[src/rtl/pgr_pkg.sv]
// ----------------------------------------------------------------------------
// pgr_pkg: pan gesture recognizer shared types and constants
// Phase, event and control-state codes, register indexes, fixed field widths.
// ----------------------------------------------------------------------------
package pgr_pkg;

	typedef enum logic [2:0] {
		PH_UNSURE      = 3'd0,
		PH_START       = 3'd1,
		PH_STAY        = 3'd2,
		PH_END         = 3'd3,
		PH_FAILED      = 3'd4,
		PH_INTERRUPTED = 3'd5
	} phase_t;

	typedef enum logic [1:0] {
		K_START = 2'd0,
		K_STAY  = 2'd1,
		K_END   = 2'd2,
		K_NONE  = 2'd3
	} kind_t;

	typedef enum logic [2:0] {
		S_IDLE,
		S_MUL1,
		S_MUL2,
		S_DIVGO,
		S_DIVWAIT,
		S_DONE
	} ctl_state_t;

	typedef struct packed {
		logic in_ready;
		logic div_go;
		logic div_fin;
		logic out_load;
	} ctl_out_t;

	localparam int CFG_IDX_W  = 3;
	localparam int CFG_DATA_W = 16;

	localparam logic [CFG_IDX_W-1:0] REG_ENABLE    = 3'd0;
	localparam logic [CFG_IDX_W-1:0] REG_AXIS_MODE = 3'd1;
	localparam logic [CFG_IDX_W-1:0] REG_THRESHOLD = 3'd2;
	localparam logic [CFG_IDX_W-1:0] REG_RATE      = 3'd3;
	localparam logic [CFG_IDX_W-1:0] REG_DECEL     = 3'd4;

	localparam logic [1:0] AXIS_ANY  = 2'd0;
	localparam logic [1:0] AXIS_HORZ = 2'd1;
	localparam logic [1:0] AXIS_VERT = 2'd2;

	localparam int THR_W     = 8;
	localparam int RATE_W    = 8;
	localparam int DECEL_W   = 16;
	localparam int TIME_W    = 22;
	localparam int DIST_W    = 24;
	localparam int FRAC_BITS = 16;

	localparam logic [THR_W-1:0]   RST_THRESHOLD = 8'd10;
	localparam logic [RATE_W-1:0]  RST_RATE      = 8'd60;
	localparam logic [DECEL_W-1:0] RST_DECEL     = 16'd5000;

endpackage

[src/rtl/pgr_serial_div.sv]
// ----------------------------------------------------------------------------
// pgr_serial_div: bit-serial restoring divider with saturation
// One quotient bit per cycle; a quotient that overflows Q_W bits gives all ones.
// ----------------------------------------------------------------------------
module pgr_serial_div #(
	parameter int NUM_W = 36,
	parameter int DEN_W = 18,
	parameter int Q_W   = 22
) (
	input  logic             clk,
	input  logic             arst_n,
	input  logic             start,
	input  logic [NUM_W-1:0] num,
	input  logic [DEN_W-1:0] den,
	output logic             busy,
	output logic [Q_W-1:0]   quo
);

	localparam int HW   = NUM_W - Q_W;
	localparam int XW   = ((HW > DEN_W) ? HW : DEN_W) + 1;
	localparam int CNTW = $clog2(Q_W + 1);

	logic [XW-1:0]    hi_ext;
	logic [XW-1:0]    den_ext;
	logic             ovf;
	logic [DEN_W-1:0] rem_q;
	logic [DEN_W-1:0] den_q;
	logic [Q_W-1:0]   sh_q;
	logic [CNTW-1:0]  cnt_q;
	logic             busy_q;
	logic [DEN_W:0]   trial;
	logic [DEN_W:0]   diff;
	logic             fits;

	assign hi_ext  = XW'(num[NUM_W-1:Q_W]);
	assign den_ext = XW'(den);
	assign ovf     = hi_ext >= den_ext;

	assign trial = {rem_q, sh_q[Q_W-1]};
	assign diff  = trial - {1'b0, den_q};
	assign fits  = trial >= {1'b0, den_q};

	always_ff @(posedge clk or negedge arst_n) begin
		if (!arst_n) begin
			busy_q <= 1'b0;
			cnt_q  <= '0;
		end else if (start) begin
			busy_q <= !ovf;
			cnt_q  <= CNTW'(Q_W);
		end else if (busy_q) begin
			cnt_q <= cnt_q - CNTW'(1);
			if (cnt_q == CNTW'(1)) begin
				busy_q <= 1'b0;
			end
		end
	end

	always_ff @(posedge clk) begin
		if (start) begin
			den_q <= den;
			rem_q <= DEN_W'(hi_ext);
			sh_q  <= ovf ? '1 : num[Q_W-1:0];
		end else if (busy_q) begin
			rem_q <= fits ? diff[DEN_W-1:0] : trial[DEN_W-1:0];
			sh_q  <= {sh_q[Q_W-2:0], fits};
		end
	end

	assign busy = busy_q;
	assign quo  = sh_q;

endmodule

[src/rtl/pan_gesture_recognizer_unit.sv]
// ----------------------------------------------------------------------------
// pan_gesture_recognizer_unit: pan gesture recognizer
// Tracks one touch gesture across requests and computes fling time and distance
// at the end of a pan.
//
//   channel | handshake          | payload
//   --------+--------------------+-------------------------------------------
//   in      | in_valid/in_ready  | kind, touch_x, touch_y
//   out     | out_valid/out_ready| gesture_state, notify, pos, move, origin,
//           |                    | fling_time, fling_dist
//   cfg     | cfg_we             | cfg_index, cfg_data
//
// A request without a fling goes through the done state into the output register.
// A request that ends a pan passes the multiply states S_MUL1 and S_MUL2, then four
// bit-serial dividers in parallel, one quotient bit per cycle (22-bit time, 23-bit distance).
// A new request is taken while the previous result waits in the output register.
// Reset restores the register defaults and clears all gesture state.
// ----------------------------------------------------------------------------
module pan_gesture_recognizer_unit
	import pgr_pkg::*;
#(
	parameter int HISTORY_DEPTH = 3,
	parameter int COORD_BITS    = 12
) (
	input  logic                         clk,
	input  logic                         arst_n,
	input  logic                         in_valid,
	output logic                         in_ready,
	input  logic [1:0]                   kind,
	input  logic [COORD_BITS-1:0]        touch_x,
	input  logic [COORD_BITS-1:0]        touch_y,
	output logic                         out_valid,
	input  logic                         out_ready,
	output logic [2:0]                   gesture_state,
	output logic                         notify,
	output logic [COORD_BITS-1:0]        pos_x,
	output logic [COORD_BITS-1:0]        pos_y,
	output logic signed [COORD_BITS:0]   move_dx,
	output logic signed [COORD_BITS:0]   move_dy,
	output logic [COORD_BITS-1:0]        origin_x,
	output logic [COORD_BITS-1:0]        origin_y,
	output logic [TIME_W-1:0]            fling_time_x,
	output logic [TIME_W-1:0]            fling_time_y,
	output logic signed [DIST_W-1:0]     fling_dist_x,
	output logic signed [DIST_W-1:0]     fling_dist_y,
	input  logic                         cfg_we,
	input  logic [CFG_IDX_W-1:0]         cfg_index,
	input  logic [CFG_DATA_W-1:0]        cfg_data
);

	localparam int CB   = COORD_BITS;
	localparam int HD   = HISTORY_DEPTH;
	localparam int CW   = $clog2(HD + 1);
	localparam int IW   = $clog2(HD);
	localparam int CSW  = 2 * CW;
	localparam int MRW  = CB + RATE_W;
	localparam int SQW  = 2 * MRW;
	localparam int TNW  = MRW + FRAC_BITS;
	localparam int DTW  = CW + DECEL_W;
	localparam int DDW  = CSW + DECEL_W + 1;
	localparam int DQW  = DIST_W - 1;

	// configuration
	logic               enable_q;
	logic [1:0]         axis_q;
	logic [THR_W-1:0]   thr_q;
	logic [RATE_W-1:0]  rate_q;
	logic [DECEL_W-1:0] dec_q;

	// gesture state
	phase_t                 phase_q;
	logic [CB-1:0]          begin_x_q, begin_y_q;
	logic [CB-1:0]          last_x_q, last_y_q;
	logic signed [CB:0]     delta_x_q, delta_y_q;
	logic [CB-1:0]          hist_x_q [HD];
	logic [CB-1:0]          hist_y_q [HD];
	logic [CW-1:0]          hcnt_q;
	logic [TIME_W-1:0]      ftime_x_q, ftime_y_q;
	logic signed [DIST_W-1:0] fdist_x_q, fdist_y_q;

	// fling datapath
	logic signed [CB:0] fdx_q, fdy_q;
	logic [CW-1:0]      c_q;
	logic [CSW-1:0]     csq_q;
	logic [MRW-1:0]     mrx_q, mry_q;
	logic [SQW-1:0]     sqx_q, sqy_q;
	logic [DTW-1:0]     dent_q;
	logic [DDW-1:0]     dend_q;
	logic               zx_q, zy_q, sx_q, sy_q;

	// request result
	phase_t st_q;
	logic   note_q;

	// output register
	logic                     out_valid_q;
	phase_t                   res_st_q;
	logic                     res_note_q;
	logic [CB-1:0]            res_px_q, res_py_q;
	logic signed [CB:0]       res_dx_q, res_dy_q;
	logic [CB-1:0]            res_ox_q, res_oy_q;
	logic [TIME_W-1:0]        res_tx_q, res_ty_q;
	logic signed [DIST_W-1:0] res_sx_q, res_sy_q;

	ctl_state_t state_q, state_nx;
	ctl_out_t   ctl;

	kind_t              ev;
	logic               refused;
	logic               is_move;
	logic signed [CB:0] dlx, dly, odx, ody;
	logic [CB-1:0]      ax, ay, ox, oy, thr_ext;
	logic               moved, axis_ok;
	phase_t             ph_nx, st_nx;
	logic               note_nx, do_fling;
	logic [CB-1:0]      push_x, push_y;
	logic [CW-1:0]      cm1;
	logic signed [CB:0] hdx, hdy;
	logic [CB-1:0]      mx, my;
	logic               any_busy;
	logic               busy_tx, busy_ty, busy_dx, busy_dy;
	logic [TIME_W-1:0]  q_tx, q_ty;
	logic [DQW-1:0]     q_dx, q_dy;
	logic signed [DIST_W-1:0] dist_x, dist_y;
	logic               accept;

	// ---------------------------------------------------------------- config
	always_ff @(posedge clk or negedge arst_n) begin
		if (!arst_n) begin
			enable_q <= 1'b1;
			axis_q   <= AXIS_ANY;
			thr_q    <= RST_THRESHOLD;
			rate_q   <= RST_RATE;
			dec_q    <= RST_DECEL;
		end else if (cfg_we) begin
			unique case (cfg_index)
				REG_ENABLE:    enable_q <= cfg_data[0];
				REG_AXIS_MODE: axis_q   <= cfg_data[1:0];
				REG_THRESHOLD: thr_q    <= cfg_data[THR_W-1:0];
				REG_RATE:      rate_q   <= cfg_data[RATE_W-1:0];
				REG_DECEL:     dec_q    <= cfg_data[DECEL_W-1:0];
				default: ;
			endcase
		end
	end

	// ------------------------------------------------------- event decision
	always_comb begin
		ev      = kind_t'(kind);
		refused = !enable_q ||
			(ev != K_START && (phase_q == PH_FAILED || phase_q == PH_INTERRUPTED));
		is_move = (ev == K_STAY) || (ev == K_END);

		dlx = $signed({1'b0, touch_x}) - $signed({1'b0, last_x_q});
		dly = $signed({1'b0, touch_y}) - $signed({1'b0, last_y_q});
		odx = $signed({1'b0, begin_x_q}) - $signed({1'b0, touch_x});
		ody = $signed({1'b0, begin_y_q}) - $signed({1'b0, touch_y});
		ax  = dlx[CB] ? CB'(-dlx) : CB'(dlx);
		ay  = dly[CB] ? CB'(-dly) : CB'(dly);
		ox  = odx[CB] ? CB'(-odx) : CB'(odx);
		oy  = ody[CB] ? CB'(-ody) : CB'(ody);
		thr_ext = CB'(thr_q);
		moved   = (ox > thr_ext) || (oy > thr_ext);

		unique case (axis_q)
			AXIS_ANY:  axis_ok = 1'b1;
			AXIS_HORZ: axis_ok = ax > ay;
			AXIS_VERT: axis_ok = ax < ay;
			default:   axis_ok = 1'b0;
		endcase

		ph_nx = phase_q;
		if (!refused) begin
			unique case (ev)
				K_START: ph_nx = PH_UNSURE;
				K_NONE:  ph_nx = PH_FAILED;
				default: begin
					if (phase_q == PH_UNSURE) begin
						ph_nx = (moved && axis_ok) ? PH_START : PH_UNSURE;
					end else begin
						ph_nx = (ev == K_STAY) ? PH_STAY : PH_END;
					end
				end
			endcase
		end

		st_nx    = enable_q ? ph_nx : PH_FAILED;
		note_nx  = !refused && is_move &&
			(ph_nx == PH_START || ph_nx == PH_STAY || ph_nx == PH_END);
		do_fling = !refused && is_move && (ph_nx == PH_END);

		push_x = (ev == K_NONE) ? last_x_q : touch_x;
		push_y = (ev == K_NONE) ? last_y_q : touch_y;

		cm1 = hcnt_q - CW'(1);
		if (hcnt_q != '0) begin
			hdx = $signed({1'b0, hist_x_q[cm1[IW-1:0]]}) - $signed({1'b0, hist_x_q[0]});
			hdy = $signed({1'b0, hist_y_q[cm1[IW-1:0]]}) - $signed({1'b0, hist_y_q[0]});
		end else begin
			hdx = '0;
			hdy = '0;
		end
	end

	assign accept = in_valid && ctl.in_ready;

	// -------------------------------------------------------- gesture state
	always_ff @(posedge clk or negedge arst_n) begin
		if (!arst_n) begin
			phase_q   <= PH_UNSURE;
			begin_x_q <= '0;
			begin_y_q <= '0;
			last_x_q  <= '0;
			last_y_q  <= '0;
			delta_x_q <= '0;
			delta_y_q <= '0;
			hcnt_q    <= '0;
			for (int i = 0; i < HD; i++) begin
				hist_x_q[i] <= '0;
				hist_y_q[i] <= '0;
			end
		end else if (accept && !refused) begin
			phase_q <= ph_nx;
			if (ev == K_START) begin
				begin_x_q <= touch_x;
				begin_y_q <= touch_y;
			end
			if (ev != K_NONE) begin
				last_x_q <= touch_x;
				last_y_q <= touch_y;
			end
			if (is_move) begin
				delta_x_q <= dlx;
				delta_y_q <= dly;
			end
			for (int i = HD - 1; i > 0; i--) begin
				hist_x_q[i] <= hist_x_q[i-1];
				hist_y_q[i] <= hist_y_q[i-1];
			end
			hist_x_q[0] <= push_x;
			hist_y_q[0] <= push_y;
			if (ev == K_START) begin
				hcnt_q <= CW'(1);
			end else if (hcnt_q < CW'(HD)) begin
				hcnt_q <= hcnt_q + CW'(1);
			end
		end
	end

	// -------------------------------------------------------- fling datapath
	assign mx = fdx_q[CB] ? CB'(-fdx_q) : CB'(fdx_q);
	assign my = fdy_q[CB] ? CB'(-fdy_q) : CB'(fdy_q);

	always_ff @(posedge clk) begin
		if (accept) begin
			st_q   <= st_nx;
			note_q <= note_nx;
			fdx_q  <= hdx;
			fdy_q  <= hdy;
			c_q    <= hcnt_q;
			csq_q  <= CSW'(hcnt_q) * CSW'(hcnt_q);
		end
		if (state_q == S_MUL1) begin
			mrx_q  <= MRW'(mx) * MRW'(rate_q);
			mry_q  <= MRW'(my) * MRW'(rate_q);
			dent_q <= DTW'(c_q) * DTW'(dec_q);
			dend_q <= {(DDW-1)'(csq_q) * (DDW-1)'(dec_q), 1'b0};
			zx_q   <= (mx == '0) || (rate_q == '0) || (c_q == '0);
			zy_q   <= (my == '0) || (rate_q == '0) || (c_q == '0);
			sx_q   <= fdx_q[CB];
			sy_q   <= fdy_q[CB];
		end
		if (state_q == S_MUL2) begin
			sqx_q <= SQW'(mrx_q) * SQW'(mrx_q);
			sqy_q <= SQW'(mry_q) * SQW'(mry_q);
		end
	end

	pgr_serial_div #(.NUM_W(TNW), .DEN_W(DTW), .Q_W(TIME_W)) u_div_tx (
		.clk(clk), .arst_n(arst_n), .start(ctl.div_go),
		.num({mrx_q, {FRAC_BITS{1'b0}}}), .den(dent_q), .busy(busy_tx), .quo(q_tx)
	);

	pgr_serial_div #(.NUM_W(TNW), .DEN_W(DTW), .Q_W(TIME_W)) u_div_ty (
		.clk(clk), .arst_n(arst_n), .start(ctl.div_go),
		.num({mry_q, {FRAC_BITS{1'b0}}}), .den(dent_q), .busy(busy_ty), .quo(q_ty)
	);

	pgr_serial_div #(.NUM_W(SQW), .DEN_W(DDW), .Q_W(DQW)) u_div_dx (
		.clk(clk), .arst_n(arst_n), .start(ctl.div_go),
		.num(sqx_q), .den(dend_q), .busy(busy_dx), .quo(q_dx)
	);

	pgr_serial_div #(.NUM_W(SQW), .DEN_W(DDW), .Q_W(DQW)) u_div_dy (
		.clk(clk), .arst_n(arst_n), .start(ctl.div_go),
		.num(sqy_q), .den(dend_q), .busy(busy_dy), .quo(q_dy)
	);

	assign any_busy = busy_tx || busy_ty || busy_dx || busy_dy;
	assign dist_x   = sx_q ? -$signed({1'b0, q_dx}) : $signed({1'b0, q_dx});
	assign dist_y   = sy_q ? -$signed({1'b0, q_dy}) : $signed({1'b0, q_dy});

	always_ff @(posedge clk or negedge arst_n) begin
		if (!arst_n) begin
			ftime_x_q <= '0;
			ftime_y_q <= '0;
			fdist_x_q <= '0;
			fdist_y_q <= '0;
		end else if (ctl.div_fin) begin
			ftime_x_q <= zx_q ? '0 : q_tx;
			ftime_y_q <= zy_q ? '0 : q_ty;
			fdist_x_q <= zx_q ? '0 : dist_x;
			fdist_y_q <= zy_q ? '0 : dist_y;
		end
	end

	// --------------------------------------------------------------- control
	always_comb begin
		state_nx = state_q;
		unique case (state_q)
			S_IDLE:    if (in_valid) state_nx = do_fling ? S_MUL1 : S_DONE;
			S_MUL1:    state_nx = S_MUL2;
			S_MUL2:    state_nx = S_DIVGO;
			S_DIVGO:   state_nx = S_DIVWAIT;
			S_DIVWAIT: if (!any_busy) state_nx = S_DONE;
			S_DONE:    if (!out_valid_q || out_ready) state_nx = S_IDLE;
			default:   state_nx = S_IDLE;
		endcase
	end

	always_comb begin
		ctl          = '0;
		ctl.in_ready = state_q == S_IDLE;
		ctl.div_go   = state_q == S_DIVGO;
		ctl.div_fin  = (state_q == S_DIVWAIT) && !any_busy;
		ctl.out_load = (state_q == S_DONE) && (!out_valid_q || out_ready);
	end

	always_ff @(posedge clk or negedge arst_n) begin
		if (!arst_n) begin
			state_q <= S_IDLE;
		end else begin
			state_q <= state_nx;
		end
	end

	// -------------------------------------------------------- output register
	always_ff @(posedge clk or negedge arst_n) begin
		if (!arst_n) begin
			out_valid_q <= 1'b0;
		end else if (ctl.out_load) begin
			out_valid_q <= 1'b1;
		end else if (out_ready) begin
			out_valid_q <= 1'b0;
		end
	end

	always_ff @(posedge clk) begin
		if (ctl.out_load) begin
			res_st_q   <= st_q;
			res_note_q <= note_q;
			res_px_q   <= last_x_q;
			res_py_q   <= last_y_q;
			res_dx_q   <= delta_x_q;
			res_dy_q   <= delta_y_q;
			res_ox_q   <= begin_x_q;
			res_oy_q   <= begin_y_q;
			res_tx_q   <= ftime_x_q;
			res_ty_q   <= ftime_y_q;
			res_sx_q   <= fdist_x_q;
			res_sy_q   <= fdist_y_q;
		end
	end

	assign in_ready      = ctl.in_ready;
	assign out_valid     = out_valid_q;
	assign gesture_state = res_st_q;
	assign notify        = res_note_q;
	assign pos_x         = res_px_q;
	assign pos_y         = res_py_q;
	assign move_dx       = res_dx_q;
	assign move_dy       = res_dy_q;
	assign origin_x      = res_ox_q;
	assign origin_y      = res_oy_q;
	assign fling_time_x  = res_tx_q;
	assign fling_time_y  = res_ty_q;
	assign fling_dist_x  = res_sx_q;
	assign fling_dist_y  = res_sy_q;

endmodule

[config.mk]
export PLATFORM = sky130hd
export DESIGN_NAME = pan_gesture_recognizer_unit
export DESIGN_NICKNAME = d
export VERILOG_FILES = /design/src/rtl/pgr_pkg.sv /design/src/rtl/pgr_serial_div.sv /design/src/rtl/pan_gesture_recognizer_unit.sv
export SDC_FILE = /design/constraint.sdc
export NUM_CORES = 2
export LEC_CHECK = 0
export ABC_AREA = 0
export BUFFER_PORTS_ARGS = -buffer_cell sky130_fd_sc_hd__buf_2
export CORE_MARGIN = 4
export CORE_UTILIZATION = 55
export CTS_CLUSTER_DIAMETER = 60
export DETAILED_ROUTE_END_ITERATION = 8
export PLACE_DENSITY = 0.72
export SLEW_MARGIN = 5
export SYNTH_ARGS = -nofsm -noshare
export SYNTH_HDL_FRONTEND = slang
export SYNTH_HIERARCHICAL = 1
export SYNTH_SLANG_ARGS = --single-unit
export TNS_END_PERCENT = 10
[constraint.sdc]
create_clock -name clk -period 18.7 [get_ports clk]
set_input_delay 0.935 -clock clk [delete_from_list [all_inputs] [get_ports clk]]
set_output_delay 0.935 -clock clk [all_outputs]
set_load 0.02 [all_outputs]
After elaboration in Yosys (flattened, before gate mapping)
Cells that the tools add are included.
{ "op_classes": {"n_addsub": 24, "n_mul": 7, "n_lt_le_gt_ge": 14, "n_eq_ne": 27, "mux": 79, "bitwise_logic": 1, "reduce_logical": 58} }
{ "ops": {"columns": ["operator", "n"], "rows": [
  ["$mux W22", 8],
  ["$mux W12", 12],
  ["$mux W23", 6],
  ["$mux W24", 4],
  ["$mul A20 B20 Y40", 2],
  ["$sub A12 B12 Y13", 6],
  ["$neg A12 Y12", 6],
  ["$mux W17", 4],
  ["$mux W14", 4],
  ["$bmux W12 S2", 2],
  ["$neg A23 Y24", 2],
  ["$ge A22 B21 Y1", 2],
  ["$ge A17 B21 Y1", 2],
  ["$mux W21", 2],
  ["$sub A21 B21 Y21", 2],
  ["$mul A12 B8 Y20", 2],
  ["$mux W5", 8],
  ["$ge A19 B18 Y1", 2],
  ["$ge A14 B18 Y1", 2],
  ["$mux W18", 2],
  ["$sub A18 B18 Y18", 2],
  ["$gt A12 B8 Y1", 2],
  ["$logic_not A12 Y1", 2],
  ["$eq A5 B1 Y1 const B", 4],
  ["other kinds (32)", 120]
]} }
{ "totals": {"reg_bits": 880, "in_bits": 50} }

Longest topological paths before layout
{ "depth": {"ltp_word": 15, "mapped_depth": 27, "ltp_nobuf": 26} }

Hierarchy
The synthesis kept the hierarchy.
{ "by_module_without_submodules": {"columns": ["module", "instances", "cells_each", "area_each_um2", "seq_area_each_um2"], "rows": [
  ["pan_gesture_recognizer_unit", 1, 5766, 59031.6, 17972.2],
  ["pgr_serial_div at u_div_dx ...", 2, 466, 4618.2, 2062.0],
  ["pgr_serial_div at u_div_tx ...", 2, 371, 3985.1, 1851.8]
]} }

Worst setup path before layout
No wires, ideal clock.
{ "synth_timing": {"path_type": "input to register", "start": "in out_ready", "end": "reg res_sx_q[0], in the netlist fling_dist_x[0] (enable)", "setup_ps": 702, "arrival_time_ps": 8023, "setup_slack_ps": 9975, "stages": 2, "cell_sequence": "nor2b_1 -> nor2_1"} }
{ "synth_lines": {"columns": ["element", "line_no", "text"], "rows": [
  ["start: declaration", "pan_gesture_recognizer_unit.sv:33", "input logic out_ready,"],
  ["end signal: assignment", "pan_gesture_recognizer_unit.sv:370", "res_sx_q <= fdist_x_q;"],
  ["end: declaration", "pan_gesture_recognizer_unit.sv:103", "logic signed [DIST_W-1:0] res_sx_q, res_sy_q;"]
]} }

Worst setup path in the final report
{ "layout_timing": {"start": "reg mrx_q[6]", "end": "reg sqx_q[38], data pin"} }
{ "layout_between": {"elab_chain_len": 1} }
{ "layout_lines": {"columns": ["element", "line_no", "text"], "rows": [
  ["start: declaration", "pan_gesture_recognizer_unit.sv:85", "logic [MRW-1:0] mrx_q, mry_q;"],
  ["start signal: assignment", "pan_gesture_recognizer_unit.sv:264", "mrx_q <= MRW'(mx) * MRW'(rate_q);"],
  ["$mul A20 B20 Y40", "pan_gesture_recognizer_unit.sv:274", "sqx_q <= SQW'(mrx_q) * SQW'(mrx_q);"],
  ["end signal: assignment", "pan_gesture_recognizer_unit.sv:274", null],
  ["end: declaration", "pan_gesture_recognizer_unit.sv:86", "logic [SQW-1:0] sqx_q, sqy_q;"]
]} }
No other way between the ends.
A chain may end at the register's enable or synchronous reset.

==> summary.md <==
| Metric | Value |
|---|---|
| GPL Wtd Cong | about 0.9 |
| GRT Overall Usage | roughly a quarter |
| Setup WS post-layout | 10450 ps |
| CP max stage delay | between 900 and 1000 ps |
| Die width | between 300 and 400 um |
| Setup repair bufs after CTS | 0 |
| Cells on worst reg2reg path | 22 |
| Reg-to-reg slack, setup | between 10000 and 15000 ps |
| Overflow after GRT | 0 |
| Place WS | ~11000 ps |
| FP Rows | 136 |
| Final hold vios | 0 |
| Synth top area share | approximately a quarter |
| IO Count | roughly 220 |
| Antenna violations before repair | 5 |
| Core box area | between 100000 and 150000 um2 |
| Synth Warn # | 6 |
| Post-synth top area cell | edfxtp_1 |
| Hold_buf cts | 0 |
| Async SR Flop Fraction | 33.44% |
| Final period utilization | between 40% and 50% |
| Post-synthesis mux area share | roughly 1.8% |
| Top Layer Used | met4 |
| Setup crit end kind | flip-flop |
| Crit path top cell by count | fa_1 |
| Register area share after synthesis | between 30% and 40% |
| Hold Path Class | primary input to async pin |
| Synth unique cells | 103 |
| Slowest-stage cell, CP | edfxtp_1 |
| Die area | between 100000 and 150000 um2 |
| Post-synthesis compound-gate area fraction | between 10% and 20% |
| Iteration count of the initial detailed-routing pass | 5 |
| Detailed-route via count | ~53k |
| CTS root buf | clkbuf_16 |
| Share of layout cells above drive strength 1 | 7.965% |
| Routed wl met2 | between 80000 and 90000 um |
| EDFF count, synth | around 600 |
| Largest net degree at the start of global routing | about 190 |
| Number of buffers created by CTS | approximately 110 |
| Fin nets | roughly 9.1k |
| XOR/XNOR Fraction of Synth Area | between 4 and 5% |
| H-tree level count | 3 |
| # setup viols final | 0 |
| DRT met1 WL | 75880 um |
| Initial DRC Count | 3794 |
| CP Data Arrival Time | 8730 ps |
| CP cell instances | and2_1, inv_1, fa_1, inv_1, fa_1, fa_1, fa_1, inv_1, fa_1, inv_1, fa_1, fa_1, ha_1, o21ai_0, nor2_1, o41ai_1, or3b_1, o21ai_1, o211ai_1, o41a_1, a41oi_1, xnor2_1 |
| Max cap viols | 0 |
| Mapped cell area | roughly 76000 um2 |
| Relative slew slack | 15.84% |
| Synth Instances | ~7.4k |
| WL met3 | 12100 um |
| Maximum fanout along the worst path | 21 |
| CTS Sinks | just over 900 |
| Post-route ant nets | 0 |
| Area Growth Syn to Fin | 9.184% |
| Largest cells by area after synthesis | edfxtp_1 (23%), fa_1 (18%), ha_1 (11%), dfrtp_1 (9.7%), inv_1 (5.8%) |
| Drt wl/cell | 18.71 um |
| DRC errors left | 0 |
| Max Slew Vio Count | 0 |
| Worst-Margin Slew | between 1000 and 1500 ps |
| Die height | 380.3 um |
| Mapped Avg Cell Area | 10.25 um2 |
| Initial Util | ~55% |
| CTS tree | yes |
| Clock Skew | between 40 and 50 ps |
| CTS max path bufs | 3 |
| R2r startpoint | mrx_q[6] |
| Synthesized-area fraction occupied by and/or/nand/nor cells | between 10% and 20% |
| Status | complete, no violations |
| I/O Buffers | ~220 |
| DP Wirelength | 135100 um |
| Startpoint Class | flip-flop |
| Total Wirelength | 178100 um |
| First-pass GRT wire length | 290000 um |
| Fmax achieved | around 120 MHz |
| Largest family of logic cells by synthesized area | adder cells |
| Adder-Cell Fraction of Synth Area | a little under 30% |
| Worst R2R End | sqx_q[38] |
| Reg clk slew, reported paths | about 60 ps |
| Worst EP required | 19180 ps |
| Fin Setup TNS | 0 ps |
| Final min period | between 8000 and 9000 ps |
| Vias per cell | roughly 5.6 |
| Prevailing post-synth register cell | edfxtp_1 |
| Vias in the first global route | 55.00k |
| RSZ-0062 raised after global routing | no |
| Critical path class | flip-flop to flip-flop |
| CTS resizes | 0 |
| Clock Latency Late Sink | between 700 and 800 ps |
| Seq cells post-synth | between 900 and 1k |
[synthesized netlist by cell type, types with 11 or more instances]
cell	count
inv_1	1185
nor4_1	14
clkbuf_1	203
o21bai_1	18
dfrtp_1	294
nor3b_1	29
nand3_1	72
buf_2	11
a211oi_1	25
o41ai_1	22
edfxtp_1	593
nor2_1	312
o21a_1	48
fa_1	703
or3_1	18
xor2_1	146
a21oi_1	236
o31ai_1	39
nand2b_1	101
dfxtp_1	16
a211o_1	15
o21ai_1	21
o22a_1	45
mux2i_1	77
mux2_2	51
nor3_1	77
and3_1	44
o21ai_0	378
o211ai_1	22
a31oi_1	84
or4_1	15
and2_1	359
o311ai_0	15
buf_1	15
a21boi_0	18
a221oi_1	11
dfstp_2	12
nor2b_1	79
nand2_1	765
or2_2	30
a21o_1	95
xnor2_1	215
nand4_1	25
and4_1	13
ha_1	691
[metrics by stage]
step	hold slack [ps]	utilization [%]	cells	instance area [um2]
floorplan	400.3	-	7478	76380
global placement	403.7	57.62	9314	79330
detailed placement	404.5	57.62	9314	79330
CTS	340.9	60.46	9515	83230
global route	355.9	60.46	9516	83230
finish	295.0	60.47	9519	83240
[layer usage]
metal,vias up,GRT usage (%)
met4,0,7.248
li1,25150,-
met3,306,4.243
met2,1546,41.10
met1,26380,33.64
met5,-,0
[cells in the final DEF (no fill, tap or decap), types with 71 or more instances in the layout]
cell / synthesis / layout
nand2_1: 765 / 764
nor2b_1: 79 / 79
a31oi_1: 84 / 84
fa_1: 703 / 703
and2_1: 359 / 360
ha_1: 691 / 691
xor2_1: 146 / 146
nor2_1: 312 / 310
inv_1: 1185 / 1185
buf_2: 11 / 220
a21o_1: 95 / 95
o21ai_0: 378 / 378
clkbuf_16: 0 / 107
nand2b_1: 101 / 101
mux2i_1: 77 / 77
nor3_1: 77 / 76
edfxtp_1: 593 / 593
nand3_1: 72 / 71
xnor2_1: 215 / 215
dfrtp_1: 294 / 294
a21oi_1: 236 / 236
[sequential cells by signal (all words and copies together), names as in the netlist, 24 cells and up]
register	count
sqx_q	39
sqy_q	39
hist_x_q	36
hist_y_q	36
fdist_x_q	24
fdist_y_q	24
fling_dist_x	24
fling_dist_y	24
[area by class of cell]
type | instances | area (um2)
Clock buffer | 121 | 2810
Multi-Input combinational cell | 5139 | 45250
Fill cell | 11340 | 54420
Sequential cell | 915 | 25800
Inverter | 1187 | 4456
Tap cell | 1794 | 2245
Clock inverter | 80 | 1092
Antenna cell | 4 | 10.01
Timing Repair Buffer | 279 | 1577
[cells by family after synthesis]
logic type      count (synthesis)
simple gates                 1990
buf+inv                      1424
fa+ha+maj                    1394
compound gates               1224
flops                         915
xor+xnor                      361
mux                           131
other cells                     1
[critical path, delay by kind of cell, from the launching register on]
family          cells  cell delay [ps]
xor+xnor            1               90
simple gates        3              750
flops               1              950
fa+ha+maj           8             3920
compound gates      6             2060
buf+inv             4              230
[how the worst max path moves through the flow]
stage | cells past startpoint | slack [ps] | endpoint | startpoint
global placement | 21 | 10720 | sqx_q[38] | mrx_q[5]
finish | 22 | 10450 | sqx_q[38] | mrx_q[6]
global route | 22 | 9980 | sqx_q[38] | mrx_q[6]
floorplan | 2 | 9970 | fling_dist_x[0] | out_ready
detailed placement | 22 | 10530 | sqx_q[38] | mrx_q[6]
CTS | 22 | 10540 | sqx_q[38] | mrx_q[6]
Power is not shown: default switching activity piles up to over one toggle a cycle in this logic, so the estimate is an artifact.
